===== config.mk =====
export PLATFORM = sky130hd
export DESIGN_NAME = rsfh_mac
export DESIGN_NICKNAME = d
export VERILOG_FILES = /design/src/rtl/rsfh_pkg.sv /design/src/rtl/rsfh_mac.sv
export SDC_FILE = /design/constraint.sdc
export NUM_CORES = 2
export LEC_CHECK = 0
export ABC_AREA = 1
export BUFFER_PORTS_ARGS = -buffer_cell sky130_fd_sc_hd__buf_2
export CORE_MARGIN = 1.5
export CORE_UTILIZATION = 35
export DETAILED_ROUTE_END_ITERATION = 10
export HOLD_SLACK_MARGIN = 0.08
export PLACE_DENSITY = 0.53
export REMOVE_ABC_BUFFERS = 1
export SLEW_MARGIN = 20
export SYNTH_ARGS = -nofsm -noshare
export SYNTH_HDL_FRONTEND = slang
export SYNTH_SLANG_ARGS = --single-unit

===== constraint.sdc =====
create_clock -name i_clk -period 14.7 [get_ports i_clk]
set_input_delay 2.205 -clock i_clk [delete_from_list [all_inputs] [get_ports i_clk]]
set_output_delay 2.205 -clock i_clk [all_outputs]
set_load 0.1 [all_outputs]

===== src/rtl/rsfh_pkg.sv =====
// ----------------------------------------------------------------------------
// rsfh_pkg: shared types and constants for the ray/segment first-hit core
// Coordinate width, derived datapath widths, payload structs, FSM codes.
// ----------------------------------------------------------------------------
package rsfh_pkg;

    // coordinate width of registers and segment endpoints
    localparam int COORD_BITS = 24;
    // coordinate differences
    localparam int DW   = COORD_BITS + 1;
    // exact fraction state (numerator, denominator)
    localparam int SW   = 2 * COORD_BITS + 4;
    // half of a state word, one partial product operand
    localparam int HW   = SW / 2;
    // signed multiplier operand width
    localparam int MW   = HW + 1;
    // accumulator width, holds a full signed state x state product
    localparam int AW   = 2 * SW + 2;
    // magnitude of a direction x numerator product, the dividend
    localparam int PW   = DW + SW;
    // divider bit counter
    localparam int DCW  = $clog2(PW + 1);
    // micro step counter
    localparam int STW  = 4;
    // register file address and data
    localparam int PAW  = 4;
    localparam int PDW  = 32;

    typedef struct packed {
        logic signed [COORD_BITS-1:0] seg_ax;
        logic signed [COORD_BITS-1:0] seg_ay;
        logic signed [COORD_BITS-1:0] seg_bx;
        logic signed [COORD_BITS-1:0] seg_by;
        logic                         last_segment;
    } t_seg;

    typedef struct packed {
        logic                         hit;
        logic signed [COORD_BITS-1:0] hit_x;
        logic signed [COORD_BITS-1:0] hit_y;
    } t_hit;

    typedef enum logic [1:0] {
        REG_ORIGIN_X,
        REG_ORIGIN_Y,
        REG_TOWARD_X,
        REG_TOWARD_Y
    } t_reg_idx;

    // partial product placement in the accumulator
    typedef enum logic [1:0] {
        SH_0,
        SH_1,
        SH_2
    } t_shift;

    typedef struct packed {
        logic   en;
        logic   clr;
        logic   sub;
        t_shift sh;
    } t_mac_op;

    typedef struct packed {
        logic busy;
        logic done;
        logic inexact;
    } t_div_stat;

    typedef enum logic [3:0] {
        ST_IDLE,
        ST_CROSS,
        ST_DOT,
        ST_RES,
        ST_CMP,
        ST_FIN,
        ST_MULX,
        ST_DIVX,
        ST_MULY,
        ST_DIVY,
        ST_OUT
    } t_state;

    // signed difference to multiplier operand
    function automatic logic signed [MW-1:0] sx_op(input logic signed [DW-1:0] v);
        return MW'(v);
    endfunction

    // unsigned half word to multiplier operand
    function automatic logic signed [MW-1:0] zx_op(input logic [HW-1:0] v);
        return MW'(v);
    endfunction

endpackage


===== src/rtl/rsfh_mac.sv =====
// ----------------------------------------------------------------------------
// rsfh_mac: shared multiply-accumulate unit
// One signed multiply per cycle when enabled, placed at 0, HW or 2*HW bits and
// added to or subtracted from a wide accumulator.
// ----------------------------------------------------------------------------
module rsfh_mac (
    input  logic                              i_clk,
    input  rsfh_pkg::t_mac_op                 i_op,
    input  logic signed [rsfh_pkg::MW-1:0]    i_a,
    input  logic signed [rsfh_pkg::MW-1:0]    i_b,
    output logic signed [rsfh_pkg::AW-1:0]    o_acc
);
    import rsfh_pkg::*;

    logic signed [AW-1:0]   r_acc;
    logic signed [AW-1:0]   n_acc;
    logic signed [2*MW-1:0] prod;
    logic signed [AW-1:0]   prod_ext;
    logic signed [AW-1:0]   prod_sh;
    logic signed [AW-1:0]   base;

    // product, placed by the shift code
    always_comb begin
        prod     = i_a * i_b;
        prod_ext = AW'(prod);
        case (i_op.sh)
            SH_0:    prod_sh = prod_ext;
            SH_1:    prod_sh = prod_ext <<< HW;
            SH_2:    prod_sh = prod_ext <<< (2 * HW);
            default: prod_sh = prod_ext;
        endcase
        base  = i_op.clr ? '0 : r_acc;
        n_acc = i_op.sub ? (base - prod_sh) : (base + prod_sh);
    end

    always_ff @(posedge i_clk) begin
        if (i_op.en) begin
            r_acc <= n_acc;
        end
    end

    assign o_acc = r_acc;

endmodule


==> results.toml <==
[worst_hold_path]
hold_class = "register to register"

[sta]
tightest_slew_ns = 1.019
fin_setup_tns_ns = 0
grt_setup_unrepaired = "false"
maxSlewViolCount = 0
min_period_ns = 14.08
finalSetupViolCount = 0
finClkSkew_ns = 0.02186
finalHoldViolations = 0
finalCritPeriodShare = 0.9581
maxSlewHeadroom = 0.3154
fmax_mhz = 71.00

[die]
num_io_pins = 166
die_height_um = 366.2
die_width_um = 366.2
fp.dieArea_sq_mm = 0.1341
start_util = 0.3520
core-area_sq_mm = 0.1311
rows = 133

[routing]
ant_nets = 0
drt_wl_total_um = 171700
drt_iter0_markers = 3564
drcViolationCount = 0
dr.pass1.iters = 9
routedWlPerCell_um = 19.85
viasPerCell = 4.875
vias = 42180

[global_route]
grt_first_pass_wirelength_um = 265000
track_usage = 0.2583
antenna_found_initial = 1
grt_pass1_vias = 43290
grt_max_degree = 67
grt-ovfl-total = 0

[synth]
ys_seq_area_frac = 0.06896
synthTopCellsByCount = "inv_1, nand2_1, fa_1"
synthCells = 6876
synth_area_leaders = "fa_1, inv_1, nand2_1, ha_1, edfxtp_1"
synth_cell_type_count = 53
synth_edf_count = 106
yosysWarnings = 0
synth.most_common_cell = "inv_1"
synth_top_cell_area_share = 0.3305
mappedNetlistArea_sq_mm = 0.04616
async_flop_share = 0
syn_area_per_cell_sq_um = 6.713
yosysTopAreaCell = "fa_1"
synth_ff_type = "edfxtp_1"
ys_ff_latch = 106

[cells_and_area]
num_antenna_cells = 0
largest_reg_flops = 106
drive_gt1_frac = 0.05538
utilization = 0.3741
fin_nets = 7981
syn_to_final_growth_pct = 6.278
nFillCells = 14570

[clocking]
cts_root_buffer = "clkbuf_16"
htreeDepth = 3
clkSinkCount = 106
cts.path.max_buffers = 2
clk_latency_ns = 0.41
ctsResizeCount = 0
clk_pin_slew_ns = 0.10
hold_buffers = 0
post_cts_buffers = 0
cts_buffers = 9
cts_tree = "done"

[critical_path]
critPathMaxFanout = 27
critPathMostFrequentCell = "inv_1"
critPathKind = "primary input to register"
slowest_delay_ns = 0.69
cpMaxStageDelayCell = "ha_1"
start_kind = "primary input"
critPathRequiredTime_ns = 14.86
cp-end-kind = "register"
arrival_ns = 14.25

[run]
maxCapViolCount = 0

[place]
port_buffers = 165
gp_congestion = 1.041
hpwl_um = 150500

[outcome]
outcome = "completed"
[critical path, delay by kind of cell]
kind                     cells  cell delay [ns]
AO/OA/AOI/OAI                4             0.91
XOR/XNOR                     2             0.58
adder cells (fa/ha/maj)      9             4.60
buffers and inverters       10             1.52
AND/OR/NAND/NOR             22             4.38
[area by class of cell]
class | instances | area, sq um | area share
repair buffers | 215 | 1219 | 0.02484
well taps | 1755 | 2196 | 0.04476
flip-flops and latches | 106 | 3183 | 0.06488
inverters | 1935 | 7263 | 0.1481
clock inverters | 7 | 76.32 | 0.001556
clock buffers | 9 | 225.2 | 0.004591
multi-input cells | 4626 | 34890 | 0.7113
[cells by family (layout without fill, tap and decap cells)]
group                    after synthesis  in the layout  synth area share
AO/OA/AOI/OAI                        489            489           0.05874
XOR/XNOR                             187            187           0.03564
adder cells (fa/ha/maj)             1028           1028            0.4026
buffers and inverters               2144           2166            0.1752
flip-flops                           106            106           0.06896
AND/OR/NAND/NOR                     2922           2922            0.2588
[final timing paths]
path,from,endpoint,slack (ns),depth (start not counted)
hold reg to reg,o_acc[0]$_DFFE_PP_,o_acc[0]$_DFFE_PP_,0.79,3
hold / removal,o_acc[0]$_DFFE_PP_,o_acc[0]$_DFFE_PP_,0.79,3
setup reg to reg,o_acc[0]$_DFFE_PP_,o_acc[70]$_DFFE_PP_,10.29,20
setup / recovery,i_a[26],o_acc[99]$_DFFE_PP_,0.62,47
[cells in the final DEF (no fill, tap or decap), types with 26 or more instances in the layout]
cell type / count
buf_4: 51
o21a_1: 26
xnor2_1: 67
a31oi_1: 49
nand3_1: 245
ha_1: 265
a21oi_1: 228
edfxtp_1: 106
nand2_2: 31
inv_2: 42
nand2_1: 1835
buf_2: 163
fa_1: 762
nor2_1: 625
o21ai_0: 115
xor2_1: 119
nor2_2: 27
nand4_1: 54
inv_1: 1881
[metrics by stage]
step | area, sq um | hold slack, ns | instances | setup slack (ns)
after global placement | 48750 | 0.7676 | 8636 | 0.3797
after CTS | 49060 | 0.7876 | 8653 | 0.8048
after global routing | 49060 | 0.8363 | 8653 | 0.01860
after detailed placement | 48760 | 0.7707 | 8637 | 0.4043
final | 49060 | 0.7874 | 8653 | 0.6159
after floorplan | 45330 | 1.249 | 6667 | 3.516
[layer usage]
metal,part of all wire,global-route usage,vias up
met5,0,0,-
met4,0.020,0.05163,0
met3,0.055,0.02448,151
met2,0.45,0.4201,1258
met1,0.47,0.3724,20730
li1,-,-,20050
Power is not shown: default switching activity piles up to over one toggle a cycle in this logic, so the estimate is an artifact.
