<file path="config.mk">
export PLATFORM = sky130hd
export DESIGN_NAME = rsfh_div
export DESIGN_NICKNAME = d
export VERILOG_FILES = /design/src/rtl/rsfh_pkg.sv /design/src/rtl/rsfh_div.sv
export SDC_FILE = /design/constraint.sdc
export NUM_CORES = 1
export LEC_CHECK = 0
export BUFFER_PORTS_ARGS = -buffer_cell sky130_fd_sc_hd__buf_4
export CORE_MARGIN = 4
export CORE_UTILIZATION = 35
export CTS_CLUSTER_SIZE = 8
export DETAILED_ROUTE_END_ITERATION = 8
export SETUP_SLACK_MARGIN = 0.02
export SLEW_MARGIN = 30
export SYNTH_ARGS = -nofsm -noshare
export SYNTH_HDL_FRONTEND = slang
export SYNTH_SLANG_ARGS = --single-unit
</file>
<file path="constraint.sdc">
create_clock -name i_clk -period 3.6 [get_ports i_clk]
set_input_delay 1.08 -clock i_clk [delete_from_list [all_inputs] [get_ports i_clk]]
set_output_delay 1.08 -clock i_clk [all_outputs]
set_load 0.01 [all_outputs]
</file>
<file path="src/rtl/rsfh_pkg.sv">
// ----------------------------------------------------------------------------
// rsfh_pkg: shared types and constants for the ray/segment first-hit core
// Coordinate width, derived datapath widths, payload structs, FSM codes.
// ----------------------------------------------------------------------------
package rsfh_pkg;

    // coordinate width of registers and segment endpoints
    localparam int COORD_BITS = 24;
    // coordinate differences
    localparam int DW   = COORD_BITS + 1;
    // exact fraction state (numerator, denominator)
    localparam int SW   = 2 * COORD_BITS + 4;
    // half of a state word, one partial product operand
    localparam int HW   = SW / 2;
    // signed multiplier operand width
    localparam int MW   = HW + 1;
    // accumulator width, holds a full signed state x state product
    localparam int AW   = 2 * SW + 2;
    // magnitude of a direction x numerator product, the dividend
    localparam int PW   = DW + SW;
    // divider bit counter
    localparam int DCW  = $clog2(PW + 1);
    // micro step counter
    localparam int STW  = 4;
    // register file address and data
    localparam int PAW  = 4;
    localparam int PDW  = 32;

    typedef struct packed {
        logic signed [COORD_BITS-1:0] seg_ax;
        logic signed [COORD_BITS-1:0] seg_ay;
        logic signed [COORD_BITS-1:0] seg_bx;
        logic signed [COORD_BITS-1:0] seg_by;
        logic                         last_segment;
    } t_seg;

    typedef struct packed {
        logic                         hit;
        logic signed [COORD_BITS-1:0] hit_x;
        logic signed [COORD_BITS-1:0] hit_y;
    } t_hit;

    typedef enum logic [1:0] {
        REG_ORIGIN_X,
        REG_ORIGIN_Y,
        REG_TOWARD_X,
        REG_TOWARD_Y
    } t_reg_idx;

    // partial product placement in the accumulator
    typedef enum logic [1:0] {
        SH_0,
        SH_1,
        SH_2
    } t_shift;

    typedef struct packed {
        logic   en;
        logic   clr;
        logic   sub;
        t_shift sh;
    } t_mac_op;

    typedef struct packed {
        logic busy;
        logic done;
        logic inexact;
    } t_div_stat;

    typedef enum logic [3:0] {
        ST_IDLE,
        ST_CROSS,
        ST_DOT,
        ST_RES,
        ST_CMP,
        ST_FIN,
        ST_MULX,
        ST_DIVX,
        ST_MULY,
        ST_DIVY,
        ST_OUT
    } t_state;

    // signed difference to multiplier operand
    function automatic logic signed [MW-1:0] sx_op(input logic signed [DW-1:0] v);
        return MW'(v);
    endfunction

    // unsigned half word to multiplier operand
    function automatic logic signed [MW-1:0] zx_op(input logic [HW-1:0] v);
        return MW'(v);
    endfunction

endpackage

</file>
<file path="src/rtl/rsfh_div.sv">
// ----------------------------------------------------------------------------
// rsfh_div: bit-serial restoring divider
// One quotient bit per cycle while busy; keeps the low COORD_BITS of the
// quotient and flags a nonzero remainder.
// ----------------------------------------------------------------------------
module rsfh_div (
    input  logic                                 i_clk,
    input  logic                                 i_rst_n,
    input  logic                                 i_start,
    input  logic [rsfh_pkg::PW-1:0]              i_num,
    input  logic [rsfh_pkg::SW-1:0]              i_den,
    output rsfh_pkg::t_div_stat                  o_stat,
    output logic [rsfh_pkg::COORD_BITS-1:0]      o_quo
);
    import rsfh_pkg::*;

    logic                  r_busy;
    logic                  r_done;
    logic [DCW-1:0]        r_cnt;
    logic [PW-1:0]         r_num;
    logic [SW-1:0]         r_den;
    logic [SW-1:0]         r_rem;
    logic [COORD_BITS-1:0] r_quo;
    logic [SW:0]           trial;
    logic                  qbit;
    logic [SW:0]           diff;

    // one restoring step
    always_comb begin
        trial = {r_rem, r_num[PW-1]};
        diff  = trial - {1'b0, r_den};
        qbit  = (trial >= {1'b0, r_den});
    end

    // control
    always_ff @(posedge i_clk) begin
        if (!i_rst_n) begin
            r_busy <= 1'b0;
            r_done <= 1'b0;
            r_cnt  <= '0;
        end else begin
            r_done <= 1'b0;
            if (i_start) begin
                r_busy <= 1'b1;
                r_cnt  <= DCW'(PW);
            end else if (r_busy) begin
                r_cnt <= r_cnt - DCW'(1);
                if (r_cnt == DCW'(1)) begin
                    r_busy <= 1'b0;
                    r_done <= 1'b1;
                end
            end
        end
    end

    // datapath
    always_ff @(posedge i_clk) begin
        if (i_start) begin
            r_num <= i_num;
            r_den <= i_den;
            r_rem <= '0;
            r_quo <= '0;
        end else if (r_busy) begin
            r_num <= {r_num[PW-2:0], 1'b0};
            r_rem <= qbit ? diff[SW-1:0] : trial[SW-1:0];
            r_quo <= {r_quo[COORD_BITS-2:0], qbit};
        end
    end

    assign o_stat.busy    = r_busy;
    assign o_stat.done    = r_done;
    assign o_stat.inexact = (r_rem != '0);
    assign o_quo          = r_quo;

endmodule

</file>
==> results.txt <==
flop2flop setup slack -> 0.21 ns
CTS tree -> built
Worst-path clk slew -> 0.05 ns
worst setup margin -> 0.0832 ns
Final setup viols -> 0
Remaining DRCs -> 0
synthesized area per cell -> 10.1 um2
diodes inserted -> 0
# IOs -> 159
Setup crit start -> r_rem[20]
initial antenna violation count -> 1
row count -> 66
peak supply drop -> 0.000455 V
initial core utilization -> 35.9%
synthesis-to-finish area growth -> 22.1%
routed wire length -> 30.9 mm
status -> finished, final reports clean
R2R depth -> 13
H-tree Lvls -> 1
max_cap viols -> 0
Post-synth ARST share -> 0%
GRT Util Overall -> 16.6%
DP Worst Slack -> 0.254 ns
minimum clock period -> 3.52 ns
startpoint of the worst hold path -> r_cnt[1]
Final Cycle Share -> 97.7%
TNS Setup -> 0 ns
largest net degree at the start of global routing -> 78
Post-layout nets -> 1507
Final Max Tran Viols -> 0
routed wire length per instance -> 17.3 um
Yosys warnings -> 0
crit start category -> flip-flop
critical setup path kind -> reg -> out
fraction of layout cells with a size suffix above 1 -> 22.9%
Die Span X -> 192 um
post-route ant nets -> 0
number of synthesized flops with an enable pin -> 129
Setup Skew -> 0.0236 ns
Iteration-0 DRC Markers -> 634
Cells after Synth -> 1171
CP Data Required Time -> 2.52 ns
clock root cell -> clkbuf_16
Post-Syn Nets -> 1358
vias in the first global route -> 9343
DRT Pass-1 Iters -> 5
leakage power -> 5.81 nW
Synth Cell Area -> 11800 um2
slowest CP cell -> or4_1
FMAX -> 284 MHz
slowest stage delay, CP -> 0.57 ns
Main synth FF type -> edfxtp_1
RSZ-0062 raised after global routing -> false
TritonCTS Buffers -> 31
total grt overflow -> 0
post-synthesis cell type count -> 69
worst path cell trace -> nor4_1, nand4_1, or4_1, buf_4
routed vias/inst -> 5.25
Slew HR -> 60.3%
DR vias -> 9377
Max FO, Critical Path -> 4
Final GP Congestion -> 0.880
Worst EP arrival -> 2.44 ns
Crit Reg-Reg Startpoint -> r_num[76]
CTS Buffer Depth -> 3
kind of capture point of the worst setup path -> output port
post-synthesis sequential area ratio -> 47.3%
Die Ht -> 192 um
# clock sinks -> 214
Worst Tran Pin Value -> 0.591 ns
worst setup path endpoint -> o_stat[0]
first-pass GRT wire length -> 49.5 mm
Hold Crit Class -> reg -> reg
Power Density -> 481 nW/um2
Synth Register Bits -> 214
DP HPWL -> 22.1 mm
Final Hold Viols -> 0
Clk Latency, worst-skew pair -> 0.58 ns
PortBufs -> 158
Core Footprint -> 32900 um2
FF-to-FF End -> r_rem[40]
die footprint -> 36700 um2
[stage by stage]
step / hold WS [ns] / instances / cell area [um2] / total power [W] / util, %
floorplan: 0.456 / 1171 / 11800 / 0.00381 / -
global placement: 0.464 / 1728 / 13500 / 0.00421 / 41.0
detailed placement: 0.484 / 1728 / 13500 / 0.00423 / 41.0
CTS: 0.497 / 1786 / 14400 / 0.00701 / 43.8
global route: 0.534 / 1787 / 14400 / 0.00729 / 43.8
finish: 0.496 / 1787 / 14400 / 0.00692 / 43.8
[sequential cells by signal, indices dropped and copies added, names as in the netlist]
name	count
r_busy	1
r_den	52
o_quo	24
r_done	1
r_rem	52
r_num	77
r_cnt	7
[metal layers]
layer | vias up | wire length [um] | global-route usage (%)
met5 | - | 14 | 0
met4 | 2 | 697 | 3.65
met3 | 52 | 2800 | 5.97
met2 | 284 | 13800 | 26.1
met1 | 4441 | 13600 | 22.0
li1 | 4598 | - | -
[placed cells by master (no fill, tap or decap), types with 28 or more instances in the layout]
| cell type | n |
|---|---|
| inv_1 | 69 |
| mux2_2 | 76 |
| o21ai_0 | 28 |
| edfxtp_1 | 129 |
| a21oi_1 | 72 |
| buf_4 | 178 |
| dfxtp_1 | 84 |
| nand2_1 | 121 |
| a311oi_1 | 34 |
| clkbuf_16 | 31 |
| nor2_1 | 113 |
| ha_1 | 54 |
[how the worst min path moves through the flow]
stage                     depth (start not counted)  slack (ns)        to
final                                             2        0.50  r_cnt[1]
after global routing                              2        0.53  r_cnt[1]
after CTS                                         2        0.50  r_cnt[1]
after detailed placement                          2        0.48  r_cnt[1]
after global placement                            2        0.46  r_cnt[1]
after floorplan                                   2        0.46  r_cnt[1]
[critical path, delay by kind of cell, from the launching register on]
family        cells  cell delay [ns]
simple gates      3             1.34
flops             1             0.35
buf+inv           1             0.17
[Yosys cell counts, types with 18 or more instances]
cell / count / area, um2
o21ai_0: 28 / 140
clkbuf_1: 44 / 165
ha_1: 54 / 676
inv_1: 69 / 259
a211oi_1: 18 / 135
nand2_1: 121 / 454
mux2_2: 76 / 856
nand3_1: 20 / 100
a21o_1: 25 / 188
a311oi_1: 34 / 298
dfxtp_1: 85 / 1700
edfxtp_1: 129 / 3870
mux2i_1: 24 / 240
a21oi_1: 72 / 360
xnor2_1: 25 / 219
nor2_1: 113 / 424
[area by class of cell]
cell class / instances / area (um2)
inverters: 70 / 263
clock buffers: 56 / 880
clock inverters: 2 / 26.3
fillers: 3234 / 18500
well taps: 442 / 553
repair buffers: 184 / 1440
multi-input cells: 819 / 5650
flip-flops and latches: 214 / 5580
[cell families after synthesis]
group | synth area share [%]
DFF | 47.3
buffers and inverters | 4.82
AOI/OAI and AO/OA | 15.8
adders and majority gates | 5.90
and+or+nand+nor | 13.8
muxes | 9.30
xor gates and xnor gates | 3.12
[repair_timing]
item | in CTS | in global routing
endpoints found under the setup margin | 1 | 26
gates resized for setup | 1 | 1
hold buffers | 0 | 0
buffers inserted | 0 | 1
pin swaps | 0 | 2
[power breakdown]
group          switching (W)  internal (W)
clock                0.00110       0.00163
combinational       0.000697      0.000560
sequential          0.000110       0.00282
No activity file was read; power rests on OpenSTA's default activity.
